==> src/hdl/bcvm_pkg.sv <==
`timescale 1ns / 1ps
`default_nettype none
package bcvm_pkg;

    localparam int SAMPLE_W  = 12;
    localparam int CHAN_W    = 3;
    localparam int SUM_W     = 20;
    localparam int GAIN_W    = 16;
    localparam int CODE_W    = 16;
    localparam int TAP_W     = 31;
    localparam int DIVN_W    = 38;
    localparam int DIVD_W    = 24;
    localparam int DCNT_W    = 6;
    localparam int MV_W      = 16;
    localparam int BUCKET_W  = 4;
    localparam int CELLNUM_W = 3;
    localparam int CFG_IDX_W = 3;
    localparam int GAIN_REGS = 6;
    localparam int THRESH_N  = 10;
    localparam int THRESH_W  = 9;

    localparam logic [GAIN_W-1:0] GAIN_RESET = 16'h2eaa;
    localparam logic [CODE_W-1:0] CODE_MAX   = 16'hffff;
    localparam logic [SUM_W-1:0]  SUM_MAX    = 20'hfffff;

    typedef logic [THRESH_W-1:0] thresh_t;
    localparam thresh_t THRESH_TABLE [THRESH_N] =
        '{9'd310, 9'd345, 9'd352, 9'd358, 9'd362, 9'd368, 9'd370, 9'd372, 9'd380, 9'd390};

    typedef struct packed {
        logic              start;
        logic [DIVN_W-1:0] dividend;
        logic [DIVD_W-1:0] divisor;
    } div_req_t;

    typedef struct packed {
        logic              done;
        logic [DIVN_W-1:0] quotient;
    } div_rsp_t;

    typedef struct packed {
        logic signed [MV_W-1:0] mv;
        logic [BUCKET_W-1:0]    bucket;
    } eval_t;

endpackage
`default_nettype wire

==> src/hdl/bcvm_if.sv <==
`timescale 1ns / 1ps
`default_nettype none
interface bcvm_sample_if;
    logic                           valid;
    logic                           ready;
    logic [bcvm_pkg::SAMPLE_W-1:0]  sample_value;
    logic [bcvm_pkg::CHAN_W-1:0]    channel_number;
    logic                           frame_end;
    modport source (output valid, sample_value, channel_number, frame_end, input ready);
    modport sink   (input valid, sample_value, channel_number, frame_end, output ready);
endinterface

interface bcvm_cell_if;
    logic                                valid;
    logic                                ready;
    logic [bcvm_pkg::CELLNUM_W-1:0]      cell_number;
    logic signed [bcvm_pkg::MV_W-1:0]    cell_millivolts;
    logic [bcvm_pkg::BUCKET_W-1:0]       charge_bucket;
    logic                                reference_fault;
    logic                                last_cell;
    modport source (output valid, cell_number, cell_millivolts, charge_bucket,
                    reference_fault, last_cell, input ready);
    modport sink   (input valid, cell_number, cell_millivolts, charge_bucket,
                    reference_fault, last_cell, output ready);
endinterface

interface bcvm_cfg_if;
    logic                               valid;
    logic                               ready;
    logic [bcvm_pkg::CFG_IDX_W-1:0]     index;
    logic [bcvm_pkg::GAIN_W-1:0]        data;
    modport source (output valid, index, data, input ready);
    modport sink   (input valid, index, data, output ready);
endinterface
`default_nettype wire

==> src/hdl/bcvm_div.sv <==
`timescale 1ns / 1ps
`default_nettype none
module bcvm_div (
    input  wire logic               clk,
    input  wire logic               rst_n,
    input  wire bcvm_pkg::div_req_t req,
    output bcvm_pkg::div_rsp_t      rsp
);
    import bcvm_pkg::*;

    logic [DIVD_W-1:0] rem_reg, rem_next;
    logic [DIVN_W-1:0] quo_reg, quo_next;
    logic [DIVD_W-1:0] div_reg;
    logic [DCNT_W-1:0] cnt_reg, cnt_next;
    logic              busy_reg, busy_next;
    logic              done_reg, done_next;
    logic [DIVD_W:0]   trial;

    // one restoring step per cycle, quotient bits shift in behind the dividend
    always_comb
    begin
        trial     = {rem_reg, quo_reg[DIVN_W-1]};
        rem_next  = rem_reg;
        quo_next  = quo_reg;
        cnt_next  = cnt_reg;
        busy_next = busy_reg;
        done_next = 1'b0;
        if (req.start)
        begin
            rem_next  = '0;
            quo_next  = req.dividend;
            cnt_next  = DCNT_W'(DIVN_W);
            busy_next = 1'b1;
        end
        else if (busy_reg)
        begin
            if (trial >= {1'b0, div_reg})
            begin
                rem_next = DIVD_W'(trial - {1'b0, div_reg});
                quo_next = {quo_reg[DIVN_W-2:0], 1'b1};
            end
            else
            begin
                rem_next = trial[DIVD_W-1:0];
                quo_next = {quo_reg[DIVN_W-2:0], 1'b0};
            end
            cnt_next = cnt_reg - 1'b1;
            if (cnt_reg == DCNT_W'(1))
            begin
                busy_next = 1'b0;
                done_next = 1'b1;
            end
        end
    end

    always_ff @(posedge clk or negedge rst_n)
    begin
        if (!rst_n)
        begin
            busy_reg <= 1'b0;
            done_reg <= 1'b0;
            cnt_reg  <= '0;
        end
        else
        begin
            busy_reg <= busy_next;
            done_reg <= done_next;
            cnt_reg  <= cnt_next;
        end
    end

    // hold operands
    always_ff @(posedge clk)
    begin
        rem_reg <= rem_next;
        quo_reg <= quo_next;
        if (req.start)
            div_reg <= req.divisor;
    end

    assign rsp = '{done: done_reg, quotient: quo_reg};
endmodule
`default_nettype wire

==> src/hdl/bcvm_eval.sv <==
`timescale 1ns / 1ps
`default_nettype none
module bcvm_eval (
    input  wire logic [bcvm_pkg::TAP_W-1:0] tap,
    input  wire logic [bcvm_pkg::TAP_W-1:0] prev_tap,
    output bcvm_pkg::eval_t                 res
);
    import bcvm_pkg::*;

    logic signed [TAP_W:0]    cell_diff;
    logic signed [TAP_W+10:0] mv_prod;
    logic signed [TAP_W+7:0]  cv_prod;
    logic signed [TAP_W-2:0]  mv_full;
    logic signed [TAP_W-5:0]  cv;
    logic signed [MV_W-1:0]   mv_sat;
    logic [BUCKET_W-1:0]      bucket;

    // difference taps, scale to mV and cV with floor shifts
    always_comb
    begin
        cell_diff = $signed({1'b0, tap}) - $signed({1'b0, prev_tap});
        mv_prod   = (TAP_W+11)'(cell_diff) * $signed((TAP_W+11)'(1000));
        cv_prod   = (TAP_W+8)'(cell_diff) * $signed((TAP_W+8)'(100));
        mv_full   = mv_prod[TAP_W+10:12];
        cv        = cv_prod[TAP_W+7:12];
    end

    // saturate millivolts
    always_comb
    begin
        if (mv_full > $signed((TAP_W-1)'(32767)))
            mv_sat = 16'sd32767;
        else if (mv_full < $signed(-(TAP_W-1)'(32768)))
            mv_sat = -16'sd32768;
        else
            mv_sat = mv_full[MV_W-1:0];
    end

    // pick highest threshold met
    always_comb
    begin
        bucket = '0;
        if (!cv[TAP_W-5])
        begin
            for (int j = 0; j < THRESH_N; j++)
            begin
                if (cv >= $signed({(TAP_W-4-THRESH_W)'(0), THRESH_TABLE[j]}))
                    bucket = BUCKET_W'(j);
            end
        end
    end

    assign res = '{mv: mv_sat, bucket: bucket};
endmodule
`default_nettype wire

==> src/hdl/battery_cell_voltage_monitor.sv <==
`timescale 1ns / 1ps
`default_nettype none
// Battery cell voltage monitor. Accepts a converter sample only once the
// previous one is done (read, add and write back of the channel sum in a
// registered-read memory); channel 0 is the reference, channels 1..CELLS are
// stack taps. Channel averages come from a reciprocal multiply by
// SAMPLES_PER_CHANNEL. On a frame-end sample the block stalls its input and
// reports CELLS result beats, one per cell, lowest tap first. Each cell runs
// two divisions on a shared one-bit-per-cycle divider; with a zero reference
// every cell skips the divisions and reports a reference fault. After each
// frame, and after reset, a clearing pass over all CHANNELS entries zeroes the
// sum memory before the next sample is taken. Gain registers 0..5 are written
// through the configuration channel; the user must write them only while the
// block is idle, which the block itself does not enforce. A gain of zero is
// treated as one.
module battery_cell_voltage_monitor #(
    parameter int CHANNELS            = 7,
    parameter int SAMPLES_PER_CHANNEL = 8,
    parameter int CELLS               = 6
) (
    input  wire logic     clk,
    input  wire logic     rst_n,
    bcvm_sample_if.sink   samples,
    bcvm_cell_if.source   cells,
    bcvm_cfg_if.sink      cfg
);
    import bcvm_pkg::*;

    localparam int CH_W      = $clog2(CHANNELS);
    localparam int CELL_W    = 4;
    localparam int AVG_SH    = SUM_W + 8;
    localparam int AVG_PW    = SUM_W + AVG_SH;
    localparam int AVG_RECIP = ((1 << AVG_SH) + SAMPLES_PER_CHANNEL - 1)
                               / SAMPLES_PER_CHANNEL;

    localparam logic [3:0] S_CLR   = 4'd0;
    localparam logic [3:0] S_IDLE  = 4'd1;
    localparam logic [3:0] S_ACC   = 4'd2;
    localparam logic [3:0] S_RREF  = 4'd3;
    localparam logic [3:0] S_RAVG  = 4'd4;
    localparam logic [3:0] S_TRD   = 4'd5;
    localparam logic [3:0] S_TAVG  = 4'd6;
    localparam logic [3:0] S_CGO   = 4'd7;
    localparam logic [3:0] S_CWT   = 4'd8;
    localparam logic [3:0] S_VGO   = 4'd9;
    localparam logic [3:0] S_VWT   = 4'd10;
    localparam logic [3:0] S_EVAL  = 4'd11;
    localparam logic [3:0] S_OUT   = 4'd12;

    logic [3:0]          state_reg, state_next;
    logic [CH_W-1:0]     clr_reg, clr_next;
    logic [CELL_W-1:0]   cell_reg, cell_next;
    logic [GAIN_W-1:0]   gains_reg [GAIN_REGS];

    logic [SAMPLE_W-1:0] smp_reg;
    logic [CH_W-1:0]     ch_reg;
    logic                ch_ok_reg;
    logic                fe_reg;
    logic                tap_ok_reg;
    logic [SUM_W-1:0]    ref_avg_reg;
    logic [SUM_W-1:0]    tap_avg_reg;
    logic [CODE_W-1:0]   code_reg;
    logic [TAP_W-1:0]    tap_reg;
    logic [TAP_W-1:0]    prev_reg;

    logic                out_valid_reg;
    logic [CELLNUM_W-1:0] out_cell_reg;
    logic signed [MV_W-1:0] out_mv_reg;
    logic [BUCKET_W-1:0] out_bucket_reg;
    logic                out_fault_reg;
    logic                out_last_reg;

    logic [SUM_W-1:0]    sum_mem [CHANNELS];
    logic [SUM_W-1:0]    rd_q;
    logic                mem_we, mem_re;
    logic [CH_W-1:0]     mem_wa, mem_ra;
    logic [SUM_W-1:0]    mem_wd;

    logic                in_acc;
    logic                out_acc;
    logic [SUM_W:0]      sum_ext;
    logic [AVG_PW-1:0]   avg_prod;
    logic [SUM_W-1:0]    avg;
    logic [4:0]          tap_ch;
    logic                tap_ok;
    logic                is_last;
    logic [2:0]          gsel;
    logic [GAIN_W-1:0]   gain;
    logic [DIVD_W-1:0]   ref11;

    div_req_t            dreq;
    div_rsp_t            drsp;
    eval_t               ev;

    bcvm_div u_div (
        .clk   (clk),
        .rst_n (rst_n),
        .req   (dreq),
        .rsp   (drsp)
    );

    bcvm_eval u_eval (
        .tap      (tap_reg),
        .prev_tap (prev_reg),
        .res      (ev)
    );

    assign in_acc  = samples.valid && samples.ready;
    assign out_acc = cells.valid && cells.ready;
    assign samples.ready = (state_reg == S_IDLE);
    assign cfg.ready     = 1'b1;

    assign sum_ext  = {1'b0, rd_q} + (SUM_W+1)'(smp_reg);
    // average of the sum just read, exact for any sum below 2^SUM_W
    assign avg_prod = AVG_PW'(rd_q) * AVG_PW'(AVG_RECIP);
    assign avg      = avg_prod[AVG_PW-1:AVG_SH];
    assign tap_ch  = 5'(cell_reg) + 5'd1;
    assign tap_ok  = (tap_ch < 5'(CHANNELS));
    assign is_last = (cell_reg == CELL_W'(CELLS - 1));
    assign gsel    = (cell_reg < CELL_W'(GAIN_REGS)) ? cell_reg[2:0] : 3'(GAIN_REGS - 1);
    assign gain    = (gains_reg[gsel] == '0) ? GAIN_W'(1) : gains_reg[gsel];
    assign ref11   = (DIVD_W'(ref_avg_reg) << 3) + (DIVD_W'(ref_avg_reg) << 1)
                   + DIVD_W'(ref_avg_reg);

    // sum memory: one write port, one registered read port
    always_ff @(posedge clk)
    begin
        if (mem_we)
            sum_mem[mem_wa] <= mem_wd;
        if (mem_re)
            rd_q <= sum_mem[mem_ra];
    end

    // sequence memory accesses, divider requests and state
    always_comb
    begin
        state_next = state_reg;
        clr_next   = clr_reg;
        cell_next  = cell_reg;
        mem_we     = 1'b0;
        mem_wa     = ch_reg;
        mem_wd     = '0;
        mem_re     = 1'b0;
        mem_ra     = '0;
        dreq.start    = 1'b0;
        dreq.dividend = '0;
        dreq.divisor  = '0;
        unique case (state_reg)
            S_CLR:
            begin
                mem_we = 1'b1;
                mem_wa = clr_reg;
                clr_next = clr_reg + 1'b1;
                if (clr_reg == CH_W'(CHANNELS - 1))
                begin
                    clr_next   = '0;
                    state_next = S_IDLE;
                end
            end
            S_IDLE:
            begin
                if (in_acc)
                begin
                    mem_re     = 1'b1;
                    mem_ra     = CH_W'(samples.channel_number);
                    state_next = S_ACC;
                end
            end
            S_ACC:
            begin
                mem_we = ch_ok_reg;
                mem_wd = sum_ext[SUM_W] ? SUM_MAX : sum_ext[SUM_W-1:0];
                state_next = fe_reg ? S_RREF : S_IDLE;
            end
            S_RREF:
            begin
                mem_re     = 1'b1;
                state_next = S_RAVG;
            end
            S_RAVG:
            begin
                cell_next  = '0;
                state_next = S_TRD;
            end
            S_TRD:
            begin
                mem_re     = tap_ok;
                mem_ra     = CH_W'(tap_ch);
                state_next = (ref_avg_reg == '0) ? S_OUT : S_TAVG;
            end
            S_TAVG:
            begin
                state_next = S_CGO;
            end
            S_CGO:
            begin
                dreq.start    = 1'b1;
                dreq.dividend = {tap_avg_reg, 18'd0};
                dreq.divisor  = ref11;
                state_next    = S_CWT;
            end
            S_CWT:
            begin
                if (drsp.done)
                    state_next = S_VGO;
            end
            S_VGO:
            begin
                dreq.start    = 1'b1;
                dreq.dividend = DIVN_W'({1'b0, code_reg, 14'd0} + {3'd0, code_reg, 12'd0});
                dreq.divisor  = DIVD_W'(gain);
                state_next    = S_VWT;
            end
            S_VWT:
            begin
                if (drsp.done)
                    state_next = S_EVAL;
            end
            S_EVAL:
            begin
                state_next = S_OUT;
            end
            S_OUT:
            begin
                if (out_acc)
                begin
                    if (is_last)
                        state_next = S_CLR;
                    else
                    begin
                        cell_next  = cell_reg + 1'b1;
                        state_next = S_TRD;
                    end
                end
            end
            default:
            begin
                state_next = S_CLR;
            end
        endcase
    end

    always_ff @(posedge clk or negedge rst_n)
    begin
        if (!rst_n)
        begin
            state_reg     <= S_CLR;
            clr_reg       <= '0;
            cell_reg      <= '0;
            out_valid_reg <= 1'b0;
            for (int i = 0; i < GAIN_REGS; i++)
                gains_reg[i] <= GAIN_RESET;
        end
        else
        begin
            state_reg <= state_next;
            clr_reg   <= clr_next;
            cell_reg  <= cell_next;
            // raise result beat, drop it once taken
            if (out_acc)
                out_valid_reg <= 1'b0;
            else if (state_reg == S_EVAL
                     || (state_reg == S_TRD && ref_avg_reg == '0))
                out_valid_reg <= 1'b1;
            if (cfg.valid && cfg.ready && cfg.index < CFG_IDX_W'(GAIN_REGS))
                gains_reg[cfg.index] <= cfg.data;
        end
    end

    // capture datapath values
    always_ff @(posedge clk)
    begin
        if (in_acc)
        begin
            smp_reg   <= samples.sample_value;
            ch_reg    <= CH_W'(samples.channel_number);
            ch_ok_reg <= (5'(samples.channel_number) < 5'(CHANNELS));
            fe_reg    <= samples.frame_end;
        end
        if (state_reg == S_RAVG)
        begin
            ref_avg_reg <= avg;
            prev_reg    <= '0;
        end
        if (state_reg == S_TRD)
            tap_ok_reg <= tap_ok;
        if (state_reg == S_TAVG)
            tap_avg_reg <= tap_ok_reg ? avg : '0;
        if (state_reg == S_CWT && drsp.done)
            code_reg <= (drsp.quotient > DIVN_W'(CODE_MAX)) ? CODE_MAX
                                                            : drsp.quotient[CODE_W-1:0];
        if (state_reg == S_VWT && drsp.done)
            tap_reg <= drsp.quotient[TAP_W-1:0];
        if (state_reg == S_EVAL)
        begin
            prev_reg       <= tap_reg;
            out_mv_reg     <= ev.mv;
            out_bucket_reg <= ev.bucket;
            out_fault_reg  <= 1'b0;
        end
        else if (state_reg == S_TRD && ref_avg_reg == '0)
        begin
            out_mv_reg     <= '0;
            out_bucket_reg <= '0;
            out_fault_reg  <= 1'b1;
        end
        if (state_reg == S_TRD)
        begin
            out_cell_reg <= cell_reg[CELLNUM_W-1:0];
            out_last_reg <= is_last;
        end
    end

    assign cells.valid           = out_valid_reg;
    assign cells.cell_number     = out_cell_reg;
    assign cells.cell_millivolts = out_mv_reg;
    assign cells.charge_bucket   = out_bucket_reg;
    assign cells.reference_fault = out_fault_reg;
    assign cells.last_cell       = out_last_reg;
endmodule
`default_nettype wire
==> src/flat_wrapper.sv <==
// flat-port wrapper written by rule: the top's interface ports become plain ports
module battery_cell_voltage_monitor_flat import bcvm_pkg::*;
#(
    parameter int CHANNELS            = 7,
    parameter int SAMPLES_PER_CHANNEL = 8,
    parameter int CELLS               = 6
)
  (clk, rst_n, samples_valid, samples_sample_value, samples_channel_number, samples_frame_end, samples_ready, cells_valid, cells_cell_number, cells_cell_millivolts, cells_charge_bucket, cells_reference_fault, cells_last_cell, cells_ready, cfg_valid, cfg_index, cfg_data, cfg_ready);
  bcvm_sample_if samples_i ();
  bcvm_cell_if cells_i ();
  bcvm_cfg_if cfg_i ();
  input  wire logic clk;
  input  wire logic rst_n;
  input wire logic [$bits(samples_i.valid)-1:0] samples_valid;
  input wire logic [$bits(samples_i.sample_value)-1:0] samples_sample_value;
  input wire logic [$bits(samples_i.channel_number)-1:0] samples_channel_number;
  input wire logic [$bits(samples_i.frame_end)-1:0] samples_frame_end;
  output wire logic [$bits(samples_i.ready)-1:0] samples_ready;
  output wire logic [$bits(cells_i.valid)-1:0] cells_valid;
  output wire logic [$bits(cells_i.cell_number)-1:0] cells_cell_number;
  output wire logic [$bits(cells_i.cell_millivolts)-1:0] cells_cell_millivolts;
  output wire logic [$bits(cells_i.charge_bucket)-1:0] cells_charge_bucket;
  output wire logic [$bits(cells_i.reference_fault)-1:0] cells_reference_fault;
  output wire logic [$bits(cells_i.last_cell)-1:0] cells_last_cell;
  input wire logic [$bits(cells_i.ready)-1:0] cells_ready;
  input wire logic [$bits(cfg_i.valid)-1:0] cfg_valid;
  input wire logic [$bits(cfg_i.index)-1:0] cfg_index;
  input wire logic [$bits(cfg_i.data)-1:0] cfg_data;
  output wire logic [$bits(cfg_i.ready)-1:0] cfg_ready;
  assign samples_i.valid = samples_valid;
  assign samples_i.sample_value = samples_sample_value;
  assign samples_i.channel_number = samples_channel_number;
  assign samples_i.frame_end = samples_frame_end;
  assign samples_ready = samples_i.ready;
  assign cells_valid = cells_i.valid;
  assign cells_cell_number = cells_i.cell_number;
  assign cells_cell_millivolts = cells_i.cell_millivolts;
  assign cells_charge_bucket = cells_i.charge_bucket;
  assign cells_reference_fault = cells_i.reference_fault;
  assign cells_last_cell = cells_i.last_cell;
  assign cells_i.ready = cells_ready;
  assign cfg_i.valid = cfg_valid;
  assign cfg_i.index = cfg_index;
  assign cfg_i.data = cfg_data;
  assign cfg_ready = cfg_i.ready;
  battery_cell_voltage_monitor #(.CHANNELS(CHANNELS), .SAMPLES_PER_CHANNEL(SAMPLES_PER_CHANNEL), .CELLS(CELLS)) u_core (.clk(clk), .rst_n(rst_n), .samples(samples_i), .cells(cells_i), .cfg(cfg_i));
endmodule
==> config.mk <==
export PLATFORM = sky130hd
export DESIGN_NAME = battery_cell_voltage_monitor_flat
export DESIGN_NICKNAME = d
export VERILOG_FILES = /design/src/hdl/bcvm_pkg.sv /design/src/hdl/bcvm_if.sv /design/src/hdl/bcvm_div.sv /design/src/hdl/bcvm_eval.sv /design/src/hdl/battery_cell_voltage_monitor.sv /design/src/flat_wrapper.sv
export SDC_FILE = /design/constraint.sdc
export NUM_CORES = 1
export LEC_CHECK = 0
export BUFFER_PORTS_ARGS = -buffer_cell sky130_fd_sc_hd__buf_4
export CAP_MARGIN = 25
export CORE_MARGIN = 2
export CORE_UTILIZATION = 26
export DETAILED_ROUTE_END_ITERATION = 7
export GPL_ROUTABILITY_DRIVEN = 0
export GPL_TIMING_DRIVEN = 1
export PLACE_DENSITY = 0.44
export RECOVER_POWER = 100
export SLEW_MARGIN = 20
export SYNTH_ARGS = -nofsm -noshare
export SYNTH_HDL_FRONTEND = slang
export SYNTH_SLANG_ARGS = --single-unit
==> constraint.sdc <==
create_clock -name clk -period 7.85 [get_ports clk]
set_input_delay 1.1775 -clock clk [delete_from_list [all_inputs] [get_ports clk]]
set_output_delay 1.1775 -clock clk [all_outputs]
set_load 0.05 [all_outputs]
# Yosys cells after proc, flatten, opt, wreduce, memory -nomap -nowiden

Memories as Yosys holds them, arrays and structs flattened. A register that Yosys moved wholly into a read port is not among the register bits.
Cells that the tools add are included.

Bits in registers: 360
Bits in writable memories: 140
Input port bits: 40
Output and inout bits: 28
Logic and storage cells: 170
Memories: 1

Memory list:

| name           | words | bits a word | rd ports | clocked after Yosys merged registers in | wr ports | line                               | text |
|---|---|---|---|---|---|---|---|
| u_core.sum_mem | 7     | 20          | 1        | 1                                       | 1        | battery_cell_voltage_monitor.sv:73 | `logic [SUM_W-1:0] sum_mem [CHANNELS];` |

Add/subtract/negate cells: 10
Multiply operators: 2
Magnitude comparators: 20
Equal/unequal tests: 21
Multiplexer cells: 64
Bitwise gates (word level): 2
Reduce and logical (&&, ||, !) cells: 18

Operators by type and width:

| operator                | number |
|---|---|
| $ge A27 B10 Y1 const B  | 9 |
| $mux W16                | 8 |
| $pmux W63 S2            | 1 |
| $bwmux W96              | 1 |
| $mux W38                | 2 |
| $mux W4                 | 19 |
| $mux W31                | 2 |
| $pmux W4 S13            | 1 |
| $bmux W16 S3            | 1 |
| $demux W16 S3           | 1 |
| $mux W20                | 2 |
| $mul A32 B8 Y39 const B | 1 |
| $gt A38 B16 Y1 const B  | 1 |
| $mul A32 B6 Y37 const B | 1 |
| $sub A31 B31 Y32        | 1 |
| $add A30 B28 Y31        | 1 |
| $gt A30 B16 Y1 const B  | 1 |
| $lt A30 B16 Y1 const B  | 1 |
| $ge A25 B24 Y1          | 1 |
| $add A24 B17 Y24        | 1 |
| $mux W24                | 1 |
| $sub A24 B24 Y24        | 1 |
| $add A20 B12 Y21        | 1 |
| $add A20 B18 Y21        | 1 |
| 34 further kinds        | 77 |

# Depth between registers and ports, before layout

Word-level depth: 14
Mapped depth: 36
Mapped depth without buffers: 33

# Modules after synthesis

Synthesis repeated with hierarchy kept, for this count alone.

Cell total of the unflattened synthesis: 3254
Area total of the unflattened synthesis: 35519.1 um^2

Modules (own cells, without submodules):

| module                       | times used | cells each | area an instance (um^2) | sequential area each (um^2) |
|---|---|---|---|---|
| battery_cell_voltage_monitor | 1          | 1479       | 19947.9                 | 12211.7 |
| bcvm_eval                    | 1          | 1322       | 10497.6                 | 0.0 |
| bcvm_div                     | 1          | 453        | 5073.6                  | 2542.4 |

# Worst setup path after synthesis

No wires, ideal clock.

Path type: register -> register
Start: reg u_core.tap_reg[0]
End: reg u_core.out_mv_reg[10], in the netlist u_core.cells.cell_millivolts[10], data pin
Library setup time: 176 ps
Arrival: 8244 ps
Data required time: 7674 ps
Setup slack: -570 ps
Cell stages (with the launch flop): 35
Path buffers: 2
Period minus slack after synthesis: 8420 ps
Cell sequence: edfxtp_1 inv_1 ha_1 fa_1 nor2b_1 o31a_1 o211ai_1 a31oi_1 o41ai_1 o21ai_1 o21a_1 nor2_1 o21ai_1 xor2_1 xnor2_1 ha_1 fa_1 fa_1 inv_1 fa_1 inv_1 ha_1 clkbuf_1 inv_1 o21bai_1 a21oi_1 and3_1 o21ai_4 a31oi_1 o21bai_2 xnor2_1 or3b_1 or4b_4 buf_6 o311ai_2

Word-level cells in the longest chain between the ends: 6
Elaborated cells on any way between the ends: 7
Those cells by class: add/sub: 1; mul: 1; order compare: 2; mux: 3

Ends and longest elaborated chain:

| what                   | line                                | text |
|---|---|---|
| from (decl)            | battery_cell_voltage_monitor.sv:63  | `logic [TAP_W-1:0] tap_reg;` |
| from (signal assigned) | battery_cell_voltage_monitor.sv:293 | `tap_reg <= drsp.quotient[TAP_W-1:0];` |
| $sub A31 B31 Y32 *     | bcvm_eval.sv:21                     | `cell_diff = $signed({1'b0, tap}) - $signed({1'b0, prev_tap});` |
| $mul A32 B8 Y39 *      | bcvm_eval.sv:22                     | `mv_prod = (TAP_W+11)'(cell_diff) * $signed((TAP_W+11)'(1000));` |
| $lt A30 B16 Y1         | bcvm_eval.sv:33                     | `else if (mv_full < $signed(-(TAP_W-1)'(32768)))` |
| $mux W16               | bcvm_eval.sv:33                     |  |
| $mux W16 *             | bcvm_eval.sv:31                     | `if (mv_full > $signed((TAP_W-1)'(32767)))` |
| $mux W16 *             | battery_cell_voltage_monitor.sv:294 | `if (state_reg == S_EVAL)` |
| to (signal assigned)   | battery_cell_voltage_monitor.sv:297 | `out_mv_reg <= ev.mv;` |
| to (decl)              | battery_cell_voltage_monitor.sv:68  | `logic signed [MV_W-1:0] out_mv_reg;` |

Mark *: on every way between the ends. The rest lies on a longest branch, timed or not.
A chain may end at the register's enable or synchronous reset.

# Worst setup path in the final report

Start: reg u_core.prev_reg[1]
End: reg u_core.out_mv_reg[2], in the netlist u_core.cells.cell_millivolts[2], data pin

Word-level cells in the longest chain between the ends: 6
Elaborated cells on any way between the ends: 7
Those cells by class: add/sub: 1; mul: 1; order compare: 2; mux: 3

Ends and longest elaborated chain:

| what                   | line                                | text |
|---|---|---|
| from (decl)            | battery_cell_voltage_monitor.sv:64  | `logic [TAP_W-1:0] prev_reg;` |
| from (signal assigned) | battery_cell_voltage_monitor.sv:296 | `prev_reg <= tap_reg;` |
| $sub A31 B31 Y32 *     | bcvm_eval.sv:21                     |  |
| $mul A32 B8 Y39 *      | bcvm_eval.sv:22                     |  |
| $lt A30 B16 Y1         | bcvm_eval.sv:33                     |  |
| $mux W16               | bcvm_eval.sv:33                     |  |
| $mux W16 *             | bcvm_eval.sv:31                     |  |
| $mux W16 *             | battery_cell_voltage_monitor.sv:294 |  |

Marks and branches as above.

==> results by group <==
Worst setup path
  • Worst Setup End Kind: flip-flop
  • R2r startpoint: u_core.prev_reg[1]$_SDFFCE_PN0P_
  • Max stage delay cell, worst path: or4b_4
  • Slowest stage delay, CP: 670 ps
  • R2R Setup Slk: -0.3 ps
  • FF-to-FF End: u_core.cells.cell_millivolts[2]$_SDFFCE_PN0P_
  • Worst-case reg-to-reg path depth: 34
  • Crit path max fanout: 8
  • Most frequent CP cell: buf_4
  • Worst endpoint data arrival time: around 8300 ps
  • Setup Crit Path Kind: reg -> reg
  • CP startpoint kind: flip-flop
  • Required time of the critical path: between 8000 and 9000 ps

Cells and area
  • Area delta synth->final: 20.0%
  • Filler Cell Count: between 10,000 and 15,000
  • Max reg flops: 140
  • Layout cells sized above 1: between 10% and 20%
  • Commonest cells after routing, fill and taps aside: 374 x edfxtp_1, 339 x inv_1, 274 x ha_1
  • Nets: ~4,000
  • Commonest non-fill, non-tap cell in the layout: edfxtp_1
  • Diodes inserted: 0

Drt
  • Iter 0 DRT Violations: approximately 1,400
  • Via count: around 25,000
  • WL final: 89,800 µm
  • Vias per Instance: between 4 and 5
  • DR pass1 iterations: 5
  • DRC Markers: 0
  • Antenna viol nets, final: 0
  • Post-DR wirelength/cell: between 15 and 20 µm

Min path
  • Hold Path Depth: 0
  • HP Start: u_core.u_div.quo_reg[14]$_DFFE_PP_
  • Hold Path Class: reg -> reg
  • Worst Hold End: u_core.tap_reg[14]$_DFFE_PP_

Synth
  • Register area share after synthesis: between 40% and 50%
  • Synth Warn #: 0
  • Ys async rst share: between 20% and 30%
  • Yosys top cell by area: edfxtp_1
  • Synth top area share: ~32%
  • Syn_area_per_cell: about 11 µm²
  • Mapped Area: 34,800 µm²
  • Most used flip-flop cell after synthesis: edfxtp_1
  • Cell variety after synth: 96
  • Mapped Cells: approximately 3,300
  • #FFs+latches synth: about 520
  • Post-synth EDFFs: about 370
  • Largest cells by area after synthesis: edfxtp_1 32%, ha_1 10%, fa_1 7.3%

STA
  • Final Skew: 56.6 ps
  • Setup TNS: -0.339 ps
  • RSZ-0062 raised after global routing: yes
  • PnR worst setup slack: -0.339 ps
  • Max-slew violations: slightly below 600
  • Worst-Margin Slew: approximately 4400 ps
  • Final hold vios: 0
  • Endpoints failing setup: 1
  • Final period utilization: 100%
  • Fmax: about 130 MHz
  • Final min period: between 7000 and 8000 ps
  • Slew HR: -196%

Clocking
  • Clk root buf: clkbuf_16
  • Worst skew pair latency: 650 ps
  • CTS tree: built
  • Hold_buf cts: 0
  • Clock-pin slew on the worst setup and hold paths: about 70 ps
  • Clock Tree Buf Depth: 3
  • TritonCTS buffer count: 56
  • H-tree depth: 2
  • Clock sink total: just over 500

Place
  • I/O Buffers: 66
  • HPWL Detailed: about 65,000 µm

Global route
  • Vias in the first global route: around 25,000
  • Total GRT Usage: a little over an eighth
  • First-pass GRT wire length: 143,000 µm
  • Global route total overflow: 0
  • Initial antenna violation count: 2
  • Largest net degree at the start of global routing: between 60 and 70

Floorplan
  • Core area: 133,000 µm²
  • Die area: ~140,000 µm²
  • Die Ht: between 300 and 400 µm
  • Effective utilization at floorplan: 26.1%
  • Die width: between 300 and 400 µm
  • Standard-cell rows: roughly 130
  • # IOs: roughly 70

Status
  • Status: complete, but fails checks
  • Failing checks: capacitance limit, slew limit, setup timing

Run
  • Max Cap Viol: 20
-- layout make-up --
| class | count | area (µm²) | area share, % |
|---|---|---|---|
| flip-flops and latches | 515 | 14700 | 35.2 |
| clock inverters | 34 | 343 | 0.820 |
| clock buffers | 71 | 1510 | 3.62 |
| inverters | 348 | 1310 | 3.12 |
| multi-input cells | 2298 | 19300 | 46.2 |
| well taps | 1768 | 2210 | 5.29 |
| repair buffers | 341 | 2440 | 5.83 |
-- per-stage QoR --
stage,hold slack [ps],setup slack [ps],util [%],cell area (µm²),instances
finish,491,-0.339,31.4,41800,5375
global route,509,-403,31.4,41800,5375
CTS,481,3.45,31.4,41800,5365
detailed placement,472,-357,29.6,39400,5245
global placement,485,-273,29.6,39400,5245
floorplan,423,-1.42,-,35000,3264
-- synthesized netlist by cell type, types with 44 or more instances --
cell type,number
a211oi_1,44
a21oi_1,190
edfxtp_1,374
fa_1,127
xor2_1,71
nand3_1,117
clkbuf_1,94
dfrtp_1,68
ha_1,291
nor3_1,51
xnor2_1,93
and2_1,65
dfstp_2,48
mux2_2,99
o21ai_0,115
nand2_1,214
nor2_1,176
nand2b_1,53
a21o_1,79
inv_1,347
-- critical path, delay by kind of cell, from the launching register on --
| kind | cells | cell delay [ps] |
|---|---|---|
| xor gates and xnor gates | 3 | 420 |
| DFF | 1 | 430 |
| adders and majority gates | 6 | 2280 |
| and+or+nand+nor | 5 | 1470 |
| buffers and inverters | 8 | 970 |
| AOI/OAI and AO/OA | 12 | 2110 |
-- worst max path at each step --
stage,start,end,slack [ps]
floorplan,u_core.tap_reg[0]$_DFFE_PP_,u_core.cells.cell_millivolts[10]$_SDFFCE_PN0P_,-1
global placement,u_core.tap_reg[0]$_DFFE_PP_,u_core.cells.cell_millivolts[0]$_SDFFCE_PN0P_,-270
detailed placement,u_core.tap_reg[0]$_DFFE_PP_,u_core.cells.cell_millivolts[2]$_SDFFCE_PN0P_,-360
CTS,u_core.tap_reg[6]$_DFFE_PP_,u_core.cells.cell_millivolts[3]$_SDFFCE_PN0P_,3
global route,u_core.prev_reg[1]$_SDFFCE_PN0P_,u_core.cells.cell_millivolts[2]$_SDFFCE_PN0P_,-400
finish,u_core.prev_reg[1]$_SDFFCE_PN0P_,u_core.cells.cell_millivolts[2]$_SDFFCE_PN0P_,-0.3
-- timing repair --
item | in CTS | in global routing
pin swaps | 44 | 44
gates cloned | 1 | 0
hold endpoints to repair | 0 | 0
buffers inserted | 14 | 8
gates resized for setup | 69 | 43
setup endpoints to repair | 15 | 15
-- logic make-up after synthesis --
| group | synth area share (%) |
|---|---|
| other | 0.0216 |
| DFF | 42.2 |
| AOI/OAI and AO/OA | 13.7 |
| muxes | 5.07 |
| adders and majority gates | 17.7 |
| xor gates and xnor gates | 4.17 |
| and+or+nand+nor | 12.2 |
| buffers and inverters | 4.92 |
-- per-layer routing --
metal | vias up | share of wire, % | global-route usage [%]
met5 | - | 0 | 0
met4 | 0 | 2.1 | 3.35
met3 | 103 | 3.1 | 1.50
met2 | 352 | 46 | 21.8
met1 | 12000 | 49 | 18.0
li1 | 12300 | - | -
Power is left out: the tool's default activity adds up to more than one toggle a clock period on the data nets, which glitch-free logic cannot reach.
